$ cat config.mk
export PLATFORM = sky130hd
export DESIGN_NAME = bicycle_model_dead_reckoning
export DESIGN_NICKNAME = d
export VERILOG_FILES = /design/src/rtl/core/bmdr_pkg.sv /design/src/rtl/core/bmdr_mul.sv /design/src/rtl/core/bmdr_div.sv /design/src/rtl/core/bmdr_cordic.sv /design/src/rtl/core/bicycle_model_dead_reckoning.sv
export SDC_FILE = /design/constraint.sdc
export NUM_CORES = 2
export LEC_CHECK = 0
export BUFFER_PORTS_ARGS = -buffer_cell sky130_fd_sc_hd__buf_2
export CORE_MARGIN = 2
export CORE_UTILIZATION = 60
export CTS_BUF_LIST = sky130_fd_sc_hd__clkbuf_8
export CTS_CLUSTER_DIAMETER = 120
export CTS_CLUSTER_SIZE = 8
export DETAILED_ROUTE_END_ITERATION = 12
export PLACE_DENSITY = 0.77
export SYNTH_ARGS = -nofsm -noshare
export SYNTH_HDL_FRONTEND = slang
export SYNTH_HIERARCHICAL = 1
export SYNTH_SLANG_ARGS = --single-unit
export TNS_END_PERCENT = 5
$ cat constraint.sdc
create_clock -name clk -period 10.9 [get_ports clk]
set_clock_uncertainty 0.05 [all_clocks]
set_input_delay 1.635 -clock clk [delete_from_list [all_inputs] [get_ports clk]]
set_output_delay 1.635 -clock clk [all_outputs]
set_load 0.005 [all_outputs]
$ cat src/rtl/core/bmdr_pkg.sv
// ----------------------------------------------------------------------------
// bmdr_pkg
// Types, constants and the CORDIC arctangent table of the odometry block.
// ----------------------------------------------------------------------------
`default_nettype none

package bmdr_pkg;

  localparam int CORDIC_STEPS_DEF = 16;
  localparam int HEADING_BITS_DEF = 32;

  localparam int CORDIC_W = 34;
  localparam int MUL_BITS = 34;
  localparam int PROD_W   = 64;

  localparam logic signed [CORDIC_W-1:0] CORDIC_ONE_K  = 34'sd652032874;
  localparam logic signed [PROD_W-1:0]   STEER_TO_BAM  = 64'sd2734261102;
  localparam logic signed [MUL_BITS-1:0] YAW_DT_TO_BAM = 34'sd174991;
  localparam logic signed [MUL_BITS-1:0] MM_PER_M      = 34'sd1000;
  localparam logic [PROD_W-1:0]          POS_DEN       = 64'd4194304000;

  localparam logic [15:0] INV_WHEELBASE_RST = 16'd15938;
  localparam logic [19:0] MAX_STEP_RST      = 20'd500000;

  typedef enum logic {
    REG_INV_WHEELBASE = 1'b0,
    REG_MAX_STEP_US   = 1'b1
  } reg_index_t;

  typedef enum logic [4:0] {
    S_IDLE,
    S_STEER_MUL,
    S_STEER_COR,
    S_VW_MUL,
    S_NUM_MUL,
    S_DEN_MUL,
    S_YAW_DIV,
    S_HD_MUL1,
    S_HD_MUL2,
    S_POS_COR,
    S_P_MUL,
    S_X_MUL,
    S_X_DIV,
    S_Y_MUL,
    S_Y_DIV,
    S_Q_COR,
    S_OUT
  } state_t;

  typedef struct packed {
    logic                       start;
    logic signed [PROD_W-1:0]   a;
    logic signed [MUL_BITS-1:0] b;
  } mul_req_t;

  function automatic logic [31:0] atan_ent(input logic [4:0] idx);
    logic [31:0] v;
    unique case (idx)
      5'd0:  v = 32'd536870912;
      5'd1:  v = 32'd316933406;
      5'd2:  v = 32'd167458907;
      5'd3:  v = 32'd85004756;
      5'd4:  v = 32'd42667331;
      5'd5:  v = 32'd21354465;
      5'd6:  v = 32'd10679838;
      5'd7:  v = 32'd5340245;
      5'd8:  v = 32'd2670163;
      5'd9:  v = 32'd1335087;
      5'd10: v = 32'd667544;
      5'd11: v = 32'd333772;
      5'd12: v = 32'd166886;
      5'd13: v = 32'd83443;
      5'd14: v = 32'd41722;
      5'd15: v = 32'd20861;
      5'd16: v = 32'd10430;
      5'd17: v = 32'd5215;
      5'd18: v = 32'd2608;
      5'd19: v = 32'd1304;
      5'd20: v = 32'd652;
      5'd21: v = 32'd326;
      5'd22: v = 32'd163;
      5'd23: v = 32'd81;
      default: v = 32'd0;
    endcase
    return v;
  endfunction

endpackage

`default_nettype wire

$ cat src/rtl/core/bmdr_mul.sv
// ----------------------------------------------------------------------------
// bmdr_mul
// Bit-serial signed multiplier: one multiplier bit per cycle, shift and add.
// ----------------------------------------------------------------------------
`default_nettype none

module bmdr_mul
  import bmdr_pkg::*;
(
  input  wire logic                     clk,
  input  wire logic                     rst,
  input  wire mul_req_t                 req,
  output logic                          done,
  output logic signed [PROD_W-1:0]      prod
);

  localparam int CW = $clog2(MUL_BITS);
  localparam logic [CW-1:0] LAST = CW'(MUL_BITS - 1);

  logic                       busy;
  logic [CW-1:0]              cnt;
  logic signed [PROD_W-1:0]   a_sh;
  logic [MUL_BITS-1:0]        b_sh;
  logic signed [PROD_W-1:0]   acc;

  always_ff @(posedge clk) begin
    if (rst) begin
      busy <= 1'b0;
      done <= 1'b0;
    end else begin
      done <= 1'b0;
      if (req.start) begin
        busy <= 1'b1;
      end else if (busy && cnt == LAST) begin
        busy <= 1'b0;
        done <= 1'b1;
      end
    end
  end

  // The top bit of the multiplier carries negative weight.
  always_ff @(posedge clk) begin
    if (req.start) begin
      a_sh <= req.a;
      b_sh <= req.b;
      acc  <= '0;
      cnt  <= '0;
    end else if (busy) begin
      if (b_sh[0]) begin
        acc <= (cnt == LAST) ? acc - a_sh : acc + a_sh;
      end
      a_sh <= a_sh <<< 1;
      b_sh <= b_sh >> 1;
      cnt  <= cnt + 1'b1;
    end
  end

  assign prod = acc;

endmodule

`default_nettype wire

$ cat src/rtl/core/bmdr_div.sv
// ----------------------------------------------------------------------------
// bmdr_div
// Restoring unsigned divider producing one quotient bit per cycle.
// ----------------------------------------------------------------------------
`default_nettype none

module bmdr_div
  import bmdr_pkg::*;
(
  input  wire logic              clk,
  input  wire logic              rst,
  input  wire logic              start,
  input  wire logic [PROD_W-1:0] num,
  input  wire logic [PROD_W-1:0] den,
  output logic                   done,
  output logic [PROD_W-1:0]      quo
);

  localparam int CW = $clog2(PROD_W);
  localparam logic [CW-1:0] LAST = CW'(PROD_W - 1);

  logic              busy;
  logic [CW-1:0]     cnt;
  logic [PROD_W-1:0] rem;
  logic [PROD_W-1:0] dvs;
  logic [PROD_W:0]   trial;
  logic              fits;

  assign trial = {rem, quo[PROD_W-1]};
  assign fits  = trial >= {1'b0, dvs};

  always_ff @(posedge clk) begin
    if (rst) begin
      busy <= 1'b0;
      done <= 1'b0;
    end else begin
      done <= 1'b0;
      if (start) begin
        busy <= 1'b1;
      end else if (busy && cnt == LAST) begin
        busy <= 1'b0;
        done <= 1'b1;
      end
    end
  end

  always_ff @(posedge clk) begin
    if (start) begin
      rem <= '0;
      quo <= num;
      dvs <= den;
      cnt <= '0;
    end else if (busy) begin
      rem <= fits ? PROD_W'(trial - {1'b0, dvs}) : PROD_W'(trial);
      quo <= {quo[PROD_W-2:0], fits};
      cnt <= cnt + 1'b1;
    end
  end

endmodule

`default_nettype wire

$ cat src/rtl/core/bmdr_cordic.sv
// ----------------------------------------------------------------------------
// bmdr_cordic
// Iterative rotation-mode CORDIC, one step per cycle, cos and sin in Q30.
// ----------------------------------------------------------------------------
`default_nettype none

module bmdr_cordic
  import bmdr_pkg::*;
#(
  parameter int STEPS = CORDIC_STEPS_DEF
)
(
  input  wire logic                      clk,
  input  wire logic                      rst,
  input  wire logic                      start,
  input  wire logic [31:0]               ang,
  output logic                           done,
  output logic signed [CORDIC_W-1:0]     cos_q,
  output logic signed [CORDIC_W-1:0]     sin_q
);

  localparam int CW = $clog2(STEPS);
  localparam logic [CW-1:0] LAST = CW'(STEPS - 1);

  logic                       busy;
  logic                       flip;
  logic                       flip_in;
  logic [31:0]                ang_f;
  logic [CW-1:0]              cnt;
  logic signed [CORDIC_W-1:0] x;
  logic signed [CORDIC_W-1:0] y;
  logic signed [CORDIC_W-1:0] z;
  logic signed [CORDIC_W-1:0] dx;
  logic signed [CORDIC_W-1:0] dy;
  logic signed [CORDIC_W-1:0] at;

  // Angles beyond a quarter circle are turned by a half circle first.
  assign flip_in = ang[31] ^ ang[30];
  assign ang_f   = flip_in ? {~ang[31], ang[30:0]} : ang;

  assign dx = y >>> cnt;
  assign dy = x >>> cnt;
  assign at = CORDIC_W'(atan_ent(5'(cnt)));

  always_ff @(posedge clk) begin
    if (rst) begin
      busy <= 1'b0;
      done <= 1'b0;
    end else begin
      done <= 1'b0;
      if (start) begin
        busy <= 1'b1;
      end else if (busy && cnt == LAST) begin
        busy <= 1'b0;
        done <= 1'b1;
      end
    end
  end

  always_ff @(posedge clk) begin
    if (start) begin
      flip <= flip_in;
      x    <= CORDIC_ONE_K;
      y    <= '0;
      z    <= CORDIC_W'($signed(ang_f));
      cnt  <= '0;
    end else if (busy) begin
      if (!z[CORDIC_W-1]) begin
        x <= x - dx;
        y <= y + dy;
        z <= z - at;
      end else begin
        x <= x + dx;
        y <= y - dy;
        z <= z + at;
      end
      cnt <= cnt + 1'b1;
    end
  end

  assign cos_q = flip ? -x : x;
  assign sin_q = flip ? -y : y;

endmodule

`default_nettype wire

$ cat src/rtl/core/bicycle_model_dead_reckoning.sv
// ----------------------------------------------------------------------------
// bicycle_model_dead_reckoning
// Kinematic bicycle odometry: yaw rate, heading, position and quaternion.
// ----------------------------------------------------------------------------
// A tick beat (speed_mm_s, steer_angle, elapsed_us) is taken when tick_valid
// is high and tick_stall is low. tick_stall is high while a tick is in work.
// A tick with zero elapsed time or more than max_step_us yields no pose beat
// and leaves the block free in the next cycle.
// Each accepted tick runs on one sequencer that shares a bit-serial
// multiplier (nine uses), an iterative CORDIC (three uses) and a bit-serial
// divider (three uses); most of the time per tick goes to the multiplier.
// The pose beat waits in an output register while pose_stall is high; the
// sequencer holds the next tick only until that register frees.
// Configuration writes (cfg_write_en, cfg_index, cfg_data) take effect at
// once; the user must make them while no tick is in work (not enforced).
// Synchronous reset clears heading, position and the pose valid flag and
// restores the reset register values.
`default_nettype none

module bicycle_model_dead_reckoning
  import bmdr_pkg::*;
#(
  parameter int CORDIC_STEPS = CORDIC_STEPS_DEF,
  parameter int HEADING_BITS = HEADING_BITS_DEF
)
(
  input  wire logic               clk,
  input  wire logic               rst,
  input  wire logic               cfg_write_en,
  input  wire logic [0:0]         cfg_index,
  input  wire logic [19:0]        cfg_data,
  input  wire logic               tick_valid,
  output logic                    tick_stall,
  input  wire logic signed [15:0] speed_mm_s,
  input  wire logic signed [15:0] steer_angle,
  input  wire logic [19:0]        elapsed_us,
  output logic                    pose_valid,
  input  wire logic               pose_stall,
  output logic signed [31:0]      pos_x_um,
  output logic signed [31:0]      pos_y_um,
  output logic [15:0]             heading_bam,
  output logic signed [15:0]      speed_out,
  output logic signed [23:0]      turn_rate,
  output logic signed [15:0]      quat_z,
  output logic signed [15:0]      quat_w
);

  localparam int HD_SHIFT = 20 + 32 - HEADING_BITS;
  localparam logic signed [PROD_W-1:0] HD_RND = 64'sd1 <<< (HD_SHIFT - 1);

  state_t state;
  state_t state_next;
  logic   launched;
  logic   launched_next;
  logic   op_done;
  logic   dt_ok;
  logic   pose_free;

  mul_req_t                   mul_req;
  logic                       mul_done;
  logic signed [PROD_W-1:0]   mul_p;
  logic                       cor_start;
  logic [31:0]                cor_ang;
  logic                       cor_done;
  logic signed [CORDIC_W-1:0] cor_c;
  logic signed [CORDIC_W-1:0] cor_s;
  logic                       div_start;
  logic [PROD_W-1:0]          div_num;
  logic [PROD_W-1:0]          div_den;
  logic                       div_done;
  logic [PROD_W-1:0]          div_q;

  logic [15:0]                inv_wheelbase;
  logic [19:0]                max_step_us;
  logic [HEADING_BITS-1:0]    heading;
  logic signed [31:0]         pos_x;
  logic signed [31:0]         pos_y;

  logic signed [15:0]         v;
  logic signed [15:0]         st;
  logic [19:0]                dt;
  logic [31:0]                ang;
  logic signed [CORDIC_W-1:0] sc;
  logic signed [CORDIC_W-1:0] ss;
  logic signed [CORDIC_W-1:0] hc;
  logic signed [CORDIC_W-1:0] hs;
  logic signed [PROD_W-1:0]   prod;
  logic [PROD_W-1:0]          mag;
  logic                       neg;
  logic [PROD_W-1:0]          den;
  logic signed [23:0]         yaw;
  logic signed [15:0]         qz;
  logic signed [15:0]         qw;

  logic [31:0]                h32;
  logic signed [PROD_W-1:0]   delta;
  logic signed [CORDIC_W-1:0] cx;
  logic signed [CORDIC_W-1:0] cy;
  logic signed [39:0]         pos_step;
  logic signed [31:0]         pos_cur;
  logic signed [40:0]         pos_sum;
  logic signed [31:0]         pos_sat;
  logic signed [23:0]         yaw_sat;

  function automatic logic signed [15:0] quat_round(input logic signed [CORDIC_W-1:0] q);
    logic signed [CORDIC_W-1:0] r;
    logic signed [15:0]         o;
    r = (q + 34'sd32768) >>> 16;
    if (r > 34'sd16384) begin
      o = 16'sd16384;
    end else if (r < -34'sd16384) begin
      o = -16'sd16384;
    end else begin
      o = 16'(r);
    end
    return o;
  endfunction

  bmdr_mul u_mul (
    .clk  (clk),
    .rst  (rst),
    .req  (mul_req),
    .done (mul_done),
    .prod (mul_p)
  );

  bmdr_cordic #(.STEPS(CORDIC_STEPS)) u_cordic (
    .clk   (clk),
    .rst   (rst),
    .start (cor_start),
    .ang   (cor_ang),
    .done  (cor_done),
    .cos_q (cor_c),
    .sin_q (cor_s)
  );

  bmdr_div u_div (
    .clk   (clk),
    .rst   (rst),
    .start (div_start),
    .num   (div_num),
    .den   (div_den),
    .done  (div_done),
    .quo   (div_q)
  );

  assign tick_stall = (state != S_IDLE);
  assign dt_ok      = (elapsed_us != 20'd0) && (elapsed_us <= max_step_us);
  assign pose_free  = !pose_valid || !pose_stall;

  assign h32   = 32'(heading) << (32 - HEADING_BITS);
  assign delta = (mul_p + HD_RND) >>> HD_SHIFT;
  assign cx    = (hc + 34'sd128) >>> 8;
  assign cy    = (hs + 34'sd128) >>> 8;

  assign pos_step = neg ? -$signed(div_q[39:0]) : $signed(div_q[39:0]);
  assign pos_cur  = (state == S_Y_DIV) ? pos_y : pos_x;
  assign pos_sum  = 41'(pos_cur) + 41'(pos_step);

  always_comb begin
    if (pos_sum > 41'sd2147483647) begin
      pos_sat = 32'sh7FFFFFFF;
    end else if (pos_sum < -41'sd2147483648) begin
      pos_sat = 32'sh80000000;
    end else begin
      pos_sat = 32'(pos_sum);
    end
  end

  always_comb begin
    if (!neg) begin
      yaw_sat = (div_q > 64'd8388607) ? 24'sh7FFFFF : $signed(div_q[23:0]);
    end else begin
      yaw_sat = (div_q > 64'd8388608) ? 24'sh800000 : -$signed(div_q[23:0]);
    end
  end

  always_ff @(posedge clk) begin
    if (rst) begin
      state    <= S_IDLE;
      launched <= 1'b0;
    end else begin
      state    <= state_next;
      launched <= launched_next;
    end
  end

  always_comb begin
    state_next    = state;
    op_done       = 1'b0;
    mul_req.start = 1'b0;
    mul_req.a     = '0;
    mul_req.b     = '0;
    cor_start     = 1'b0;
    cor_ang       = '0;
    div_start     = 1'b0;
    div_num       = '0;
    div_den       = '0;
    unique case (state)
      S_IDLE: begin
        if (tick_valid && dt_ok) begin
          state_next = S_STEER_MUL;
        end
      end
      S_STEER_MUL: begin
        mul_req.start = !launched;
        mul_req.a     = STEER_TO_BAM;
        mul_req.b     = MUL_BITS'(st);
        op_done       = mul_done;
        if (mul_done) state_next = S_STEER_COR;
      end
      S_STEER_COR: begin
        cor_start = !launched;
        cor_ang   = ang;
        op_done   = cor_done;
        if (cor_done) state_next = S_VW_MUL;
      end
      S_VW_MUL: begin
        mul_req.start = !launched;
        mul_req.a     = PROD_W'(v);
        mul_req.b     = MUL_BITS'(inv_wheelbase);
        op_done       = mul_done;
        if (mul_done) state_next = S_NUM_MUL;
      end
      S_NUM_MUL: begin
        mul_req.start = !launched;
        mul_req.a     = prod;
        mul_req.b     = ss;
        op_done       = mul_done;
        if (mul_done) state_next = S_DEN_MUL;
      end
      S_DEN_MUL: begin
        mul_req.start = !launched;
        mul_req.a     = PROD_W'(sc);
        mul_req.b     = MM_PER_M;
        op_done       = mul_done;
        if (mul_done) state_next = S_YAW_DIV;
      end
      S_YAW_DIV: begin
        div_start = !launched;
        div_num   = mag + (den >> 1);
        div_den   = den;
        op_done   = div_done;
        if (div_done) state_next = S_HD_MUL1;
      end
      S_HD_MUL1: begin
        mul_req.start = !launched;
        mul_req.a     = PROD_W'(yaw);
        mul_req.b     = MUL_BITS'(dt);
        op_done       = mul_done;
        if (mul_done) state_next = S_HD_MUL2;
      end
      S_HD_MUL2: begin
        mul_req.start = !launched;
        mul_req.a     = prod;
        mul_req.b     = YAW_DT_TO_BAM;
        op_done       = mul_done;
        if (mul_done) state_next = S_POS_COR;
      end
      S_POS_COR: begin
        cor_start = !launched;
        cor_ang   = h32;
        op_done   = cor_done;
        if (cor_done) state_next = S_P_MUL;
      end
      S_P_MUL: begin
        mul_req.start = !launched;
        mul_req.a     = PROD_W'(v);
        mul_req.b     = MUL_BITS'(dt);
        op_done       = mul_done;
        if (mul_done) state_next = S_X_MUL;
      end
      S_X_MUL: begin
        mul_req.start = !launched;
        mul_req.a     = prod;
        mul_req.b     = cx;
        op_done       = mul_done;
        if (mul_done) state_next = S_X_DIV;
      end
      S_X_DIV: begin
        div_start = !launched;
        div_num   = mag + (POS_DEN >> 1);
        div_den   = POS_DEN;
        op_done   = div_done;
        if (div_done) state_next = S_Y_MUL;
      end
      S_Y_MUL: begin
        mul_req.start = !launched;
        mul_req.a     = prod;
        mul_req.b     = cy;
        op_done       = mul_done;
        if (mul_done) state_next = S_Y_DIV;
      end
      S_Y_DIV: begin
        div_start = !launched;
        div_num   = mag + (POS_DEN >> 1);
        div_den   = POS_DEN;
        op_done   = div_done;
        if (div_done) state_next = S_Q_COR;
      end
      S_Q_COR: begin
        cor_start = !launched;
        cor_ang   = {h32[31], h32[31:1]};
        op_done   = cor_done;
        if (cor_done) state_next = S_OUT;
      end
      S_OUT: begin
        if (pose_free) state_next = S_IDLE;
      end
      default: begin
        state_next = S_IDLE;
      end
    endcase
    if (op_done) begin
      launched_next = 1'b0;
    end else if (mul_req.start || cor_start || div_start) begin
      launched_next = 1'b1;
    end else begin
      launched_next = launched;
    end
  end

  always_ff @(posedge clk) begin
    if (rst) begin
      inv_wheelbase <= INV_WHEELBASE_RST;
      max_step_us   <= MAX_STEP_RST;
      heading       <= '0;
      pos_x         <= '0;
      pos_y         <= '0;
      pose_valid    <= 1'b0;
    end else begin
      if (cfg_write_en) begin
        if (cfg_index == REG_INV_WHEELBASE) begin
          inv_wheelbase <= cfg_data[15:0];
        end else begin
          max_step_us <= cfg_data;
        end
      end
      if (state == S_HD_MUL2 && mul_done) begin
        heading <= heading + delta[HEADING_BITS-1:0];
      end
      if (state == S_X_DIV && div_done) begin
        pos_x <= pos_sat;
      end
      if (state == S_Y_DIV && div_done) begin
        pos_y <= pos_sat;
      end
      if (state == S_OUT && pose_free) begin
        pose_valid <= 1'b1;
      end else if (!pose_stall) begin
        pose_valid <= 1'b0;
      end
    end
  end

  // The speed-time product stays in prod for both axes, and the yaw
  // numerator magnitude survives the denominator multiply.
  always_ff @(posedge clk) begin
    if (state == S_IDLE && tick_valid) begin
      v  <= speed_mm_s;
      dt <= elapsed_us;
      if (steer_angle > 16'sd16384) begin
        st <= 16'sd16384;
      end else if (steer_angle < -16'sd16384) begin
        st <= -16'sd16384;
      end else begin
        st <= steer_angle;
      end
    end
    if (mul_done) begin
      if (state != S_X_MUL) begin
        prod <= mul_p;
      end
      if (state != S_DEN_MUL) begin
        mag <= mul_p[PROD_W-1] ? PROD_W'(-mul_p) : PROD_W'(mul_p);
        neg <= mul_p[PROD_W-1];
      end
      if (state == S_STEER_MUL) begin
        ang <= 32'((mul_p + 64'sd32768) >>> 16);
      end
      if (state == S_DEN_MUL) begin
        den <= PROD_W'(mul_p);
      end
    end
    if (state == S_STEER_COR && cor_done) begin
      sc <= (cor_c < 34'sd1) ? 34'sd1 : cor_c;
      ss <= cor_s;
    end
    if (state == S_YAW_DIV && div_done) begin
      yaw <= yaw_sat;
    end
    if (state == S_POS_COR && cor_done) begin
      hc <= cor_c;
      hs <= cor_s;
    end
    if (state == S_Q_COR && cor_done) begin
      qz <= quat_round(cor_s);
      qw <= quat_round(cor_c);
    end
    if (state == S_OUT && pose_free) begin
      pos_x_um    <= pos_x;
      pos_y_um    <= pos_y;
      heading_bam <= h32[31:16];
      speed_out   <= v;
      turn_rate   <= yaw;
      quat_z      <= qz;
      quat_w      <= qw;
    end
  end

endmodule

`default_nettype wire

==> qor.txt <==
Outcome - finished, final reports clean
Root buf cell - clkbuf_8
Worst-case vdd ir drop - 0.000298 V
Final hold violations - 0
Maxcap violations - 0
Largest family of logic cells by synthesized area - compound AO/OA/AOI/OAI gates
Top Usage Layer GRT - met2
Largest net degree at the start of global routing - 85
Total CTS buffers - 174
Total Die Area - 140000 um^2
Worst Hold Launch - qz[8]
RSZ-0062 raised after global routing - false
Tot GR Track Use - 0.322
R2R setup slack - 3.66 ns
Max-slew headroom - 0.209
Fin Hold WS - 0.369 ns
Post-synthesis sequential area ratio - 0.412
Setup-violating endpoint count in the final report - 0
CP Max Fanout - 51
Post-synthesis simple-gate area fraction - 0.159
Post-Synth XOR/XNOR Area - 0.0861
Synth Instances - 8653
DR WL/cell - 21.9 um
Antenna viol nets, final - 0
CP endpoint kind - flop
Ratio of cells with drive above 1 in the final layout - 0.108
CTS tree - built
Max Transition Viols Final - 0
DR vias - 68000
Mean Syn Cell Area - 9.48 um^2
Sink Count - 1255
Area delta synth->final - 6.47%
Hold endpoint - quat_z[8]
# IOs - 232
Fill count - 11100
1st-pass router iterations - 8
Global routing usage on met2 - 0.513
Top post-synthesis cells by area - edfxtp_1 (32%), dfxtp_1 (9.4%), ha_1 (6.2%), xnor2_1 (5.2%), nand2_1 (4.4%)
PwrDens - 309 nW/um^2
Fmax - 138 MHz
Drt total wl - 232000 um
Post-synthesis mux area share - 0.0572
Fin crit period - 7.24 ns
Post-CTS Hold Buffers - 0
CP Data Required Time - 11.65 ns
Via-to-Cell Ratio - 6.42
#FFs+latches synth - 1255
Initial drt markers - 7497
Post-synth EDFFs - 868
Cell Rows - 135
Post-CTS Setup Inserts - 0
Synth Net Count - 9147
R2R Path End - u_cordic/x[32]
Post-layout nets - 9152
FFs w/ async S/R, synth - 0
Worst path arrival time - 7.99 ns
Clk buf depth - 3
Synth warnings - 6
Worst-Skew Late Latency - 0.94 ns
Reg2Reg Depth - 19
Post-route setup TNS - 0 ns
Fin crit share - 0.664
Top FF cell, synth - edfxtp_1
Chip width - 374 um
RR Startpoint - u_cordic/cnt[1]
Synth Area in Compound Gates - 0.184
Core area - 136000 um^2
Crit Path Class - flop to flop
DP HPWL - 173000 um
Adder-cell share of the synthesized area - 0.0642
Hold depth - 0
GRT Residual Overflow - 0
First-pass GRT wire length - 361000 um
Synth area leader - edfxtp_1
GR Layer Usage met1 - 0.437
CTS resizes - 0
Post-route DRC - 0
Post-synth top area share - 0.318
Vias in the first global route - 64500
Slew @ Worst Pin - 1.18 ns
H-tree depth - 4
Met3 Usage GRT - 0.0507
Synthesized area - 82000 um^2
Clock slew at reported path FFs - 0.08 ns
Hold Path Class - flop to flop
Initial Util - 0.605
IO buf count - 231
Worst setup SP type - flop
Leak - 0.0346 uW
Initial antenna violation count - 15
GPL Wtd Cong - 0.996
Netlist cell types - 116
Chip Height - 374 um
[report_power, final]
group / internal, uW / leakage, uW / switching (uW)
registers: 6340 / 0.0114 / 1190
clock network: 1510 / 0.00203 / 1870
logic: 6460 / 0.0211 / 9630
[cell families after synthesis]
group           after synthesis
fa+ha+maj                   416
buf+inv                     772
xor+xnor                    806
simple gates               2695
flops                      1255
compound gates             2333
other cells                   1
mux                         375
[cell usage after synthesis (48+ instances only)]
cell and count:
a211oi_1 67, a21o_1 240, a21oi_1 702, a222oi_1 50
a31oi_1 60, and2_1 134, and3_1 109, buf_1 58
clkbuf_1 362, dfxtp_1 387, edfxtp_1 868, ha_1 408
inv_1 280, mux2_2 227, mux2i_1 96, mux4_2 48
nand2_1 965, nand2b_1 77, nand3_1 225, nand4_1 96
nor2_1 583, nor2b_1 86, nor3_1 113, o211ai_1 52
o21ai_0 517, o21bai_1 73, o22ai_1 48, o31ai_1 89
or3_1 63, xnor2_1 486, xor2_1 320
[metal layers]
layer | up-vias | part of all wire
li1 | 31900 | -
met1 | 32500 | 0.42
met2 | 3036 | 0.45
met3 | 559 | 0.082
met4 | 8 | 0.045
met5 | - | 0.00022
[flip-flops by register name, indices dropped and copies added, names as in the netlist, 34 cells and up]
name	count
u_div/rem	64
ss	34
prod	64
u_div/quo	64
den	64
sc	34
u_mul/b_sh	34
u_mul/a_sh	64
mag	64
u_cordic/y	34
u_mul/prod	64
u_cordic/x	34
u_cordic/z	34
u_div/dvs	64
[final cells by class]
cell class	instances	area [um^2]	area share
sequential	1255	33800	0.387
multi-input combinational	6626	45300	0.519
clock buffer	175	2410	0.0276
timing repair buffer	320	1830	0.0209
antenna	6	15.0	0.000172
clock inverter	143	676	0.00774
tap	1781	2230	0.0255
inverter	281	1050	0.0121
[worst max-delay path: stages (launching register included)]
cell and delay (ns):
dfxtp_4 0.75, buf_4 0.68, mux4_2 0.61, mux2_2 0.29, or2_2 0.28, o21ai_0 0.11
ha_1 0.27, inv_1 0.06, mux2i_1 0.10, fa_1 0.48, a21o_1 0.17, a21oi_1 0.27
o21ai_0 0.18, a2111oi_0 0.72, nor2_1 0.25, a2111oi_0 0.83, o21ai_0 0.39, a211oi_1 0.33
xor2_1 0.16, o21ai_0 0.08
[through the flow]
stage	utilization	cell area [um^2]	setup slack (ns)	instances	power, uW
5_1_grt	0.644	87300	3.05	10600	28900
6_report	0.644	87300	3.66	10600	27000
2_1_floorplan	-	82000	1.17	8653	19700
3_5_place_dp	0.621	84200	3.88	10300	23300
4_1_cts	0.644	87300	3.79	10600	26800
3_3_place_gp	0.621	84200	3.88	10300	22900
[cells in the final DEF (no fill, tap or decap), drive strengths merged, types with 50 or more instances in the layout]
cell type  instances
o211ai            52
mux2i             96
o21ai            536
a211oi            69
buf              320
clkbuf           175
dfxtp            387
a222oi            50
nor3             117
nand2b            77
and3             109
nand3            225
a21oi            709
or3               69
mux4              51
nand2            977
xor2             320
nand4             99
mux2             228
ha               408
inv              419
a31oi             61
o21bai            73
o31ai             93
nor2b             86
and2             138
xnor2            486
edfxtp           868
a21o             241
nor4              51
nor2             584
[worst max path at each step]
stage,cells after the start,slack [ns],startpoint,endpoint
2_1_floorplan,1,1.17,pose_stall,heading_bam[0]
3_3_place_gp,19,3.88,u_cordic/cnt[1],u_cordic/x[32]
3_5_place_dp,19,3.88,u_cordic/cnt[1],u_cordic/x[32]
4_1_cts,19,3.79,u_cordic/cnt[1],u_cordic/x[32]
5_1_grt,19,3.05,u_cordic/cnt[1],u_cordic/x[32]
6_report,19,3.66,u_cordic/cnt[1],u_cordic/x[32]
Power figures use the tool's default switching activity.
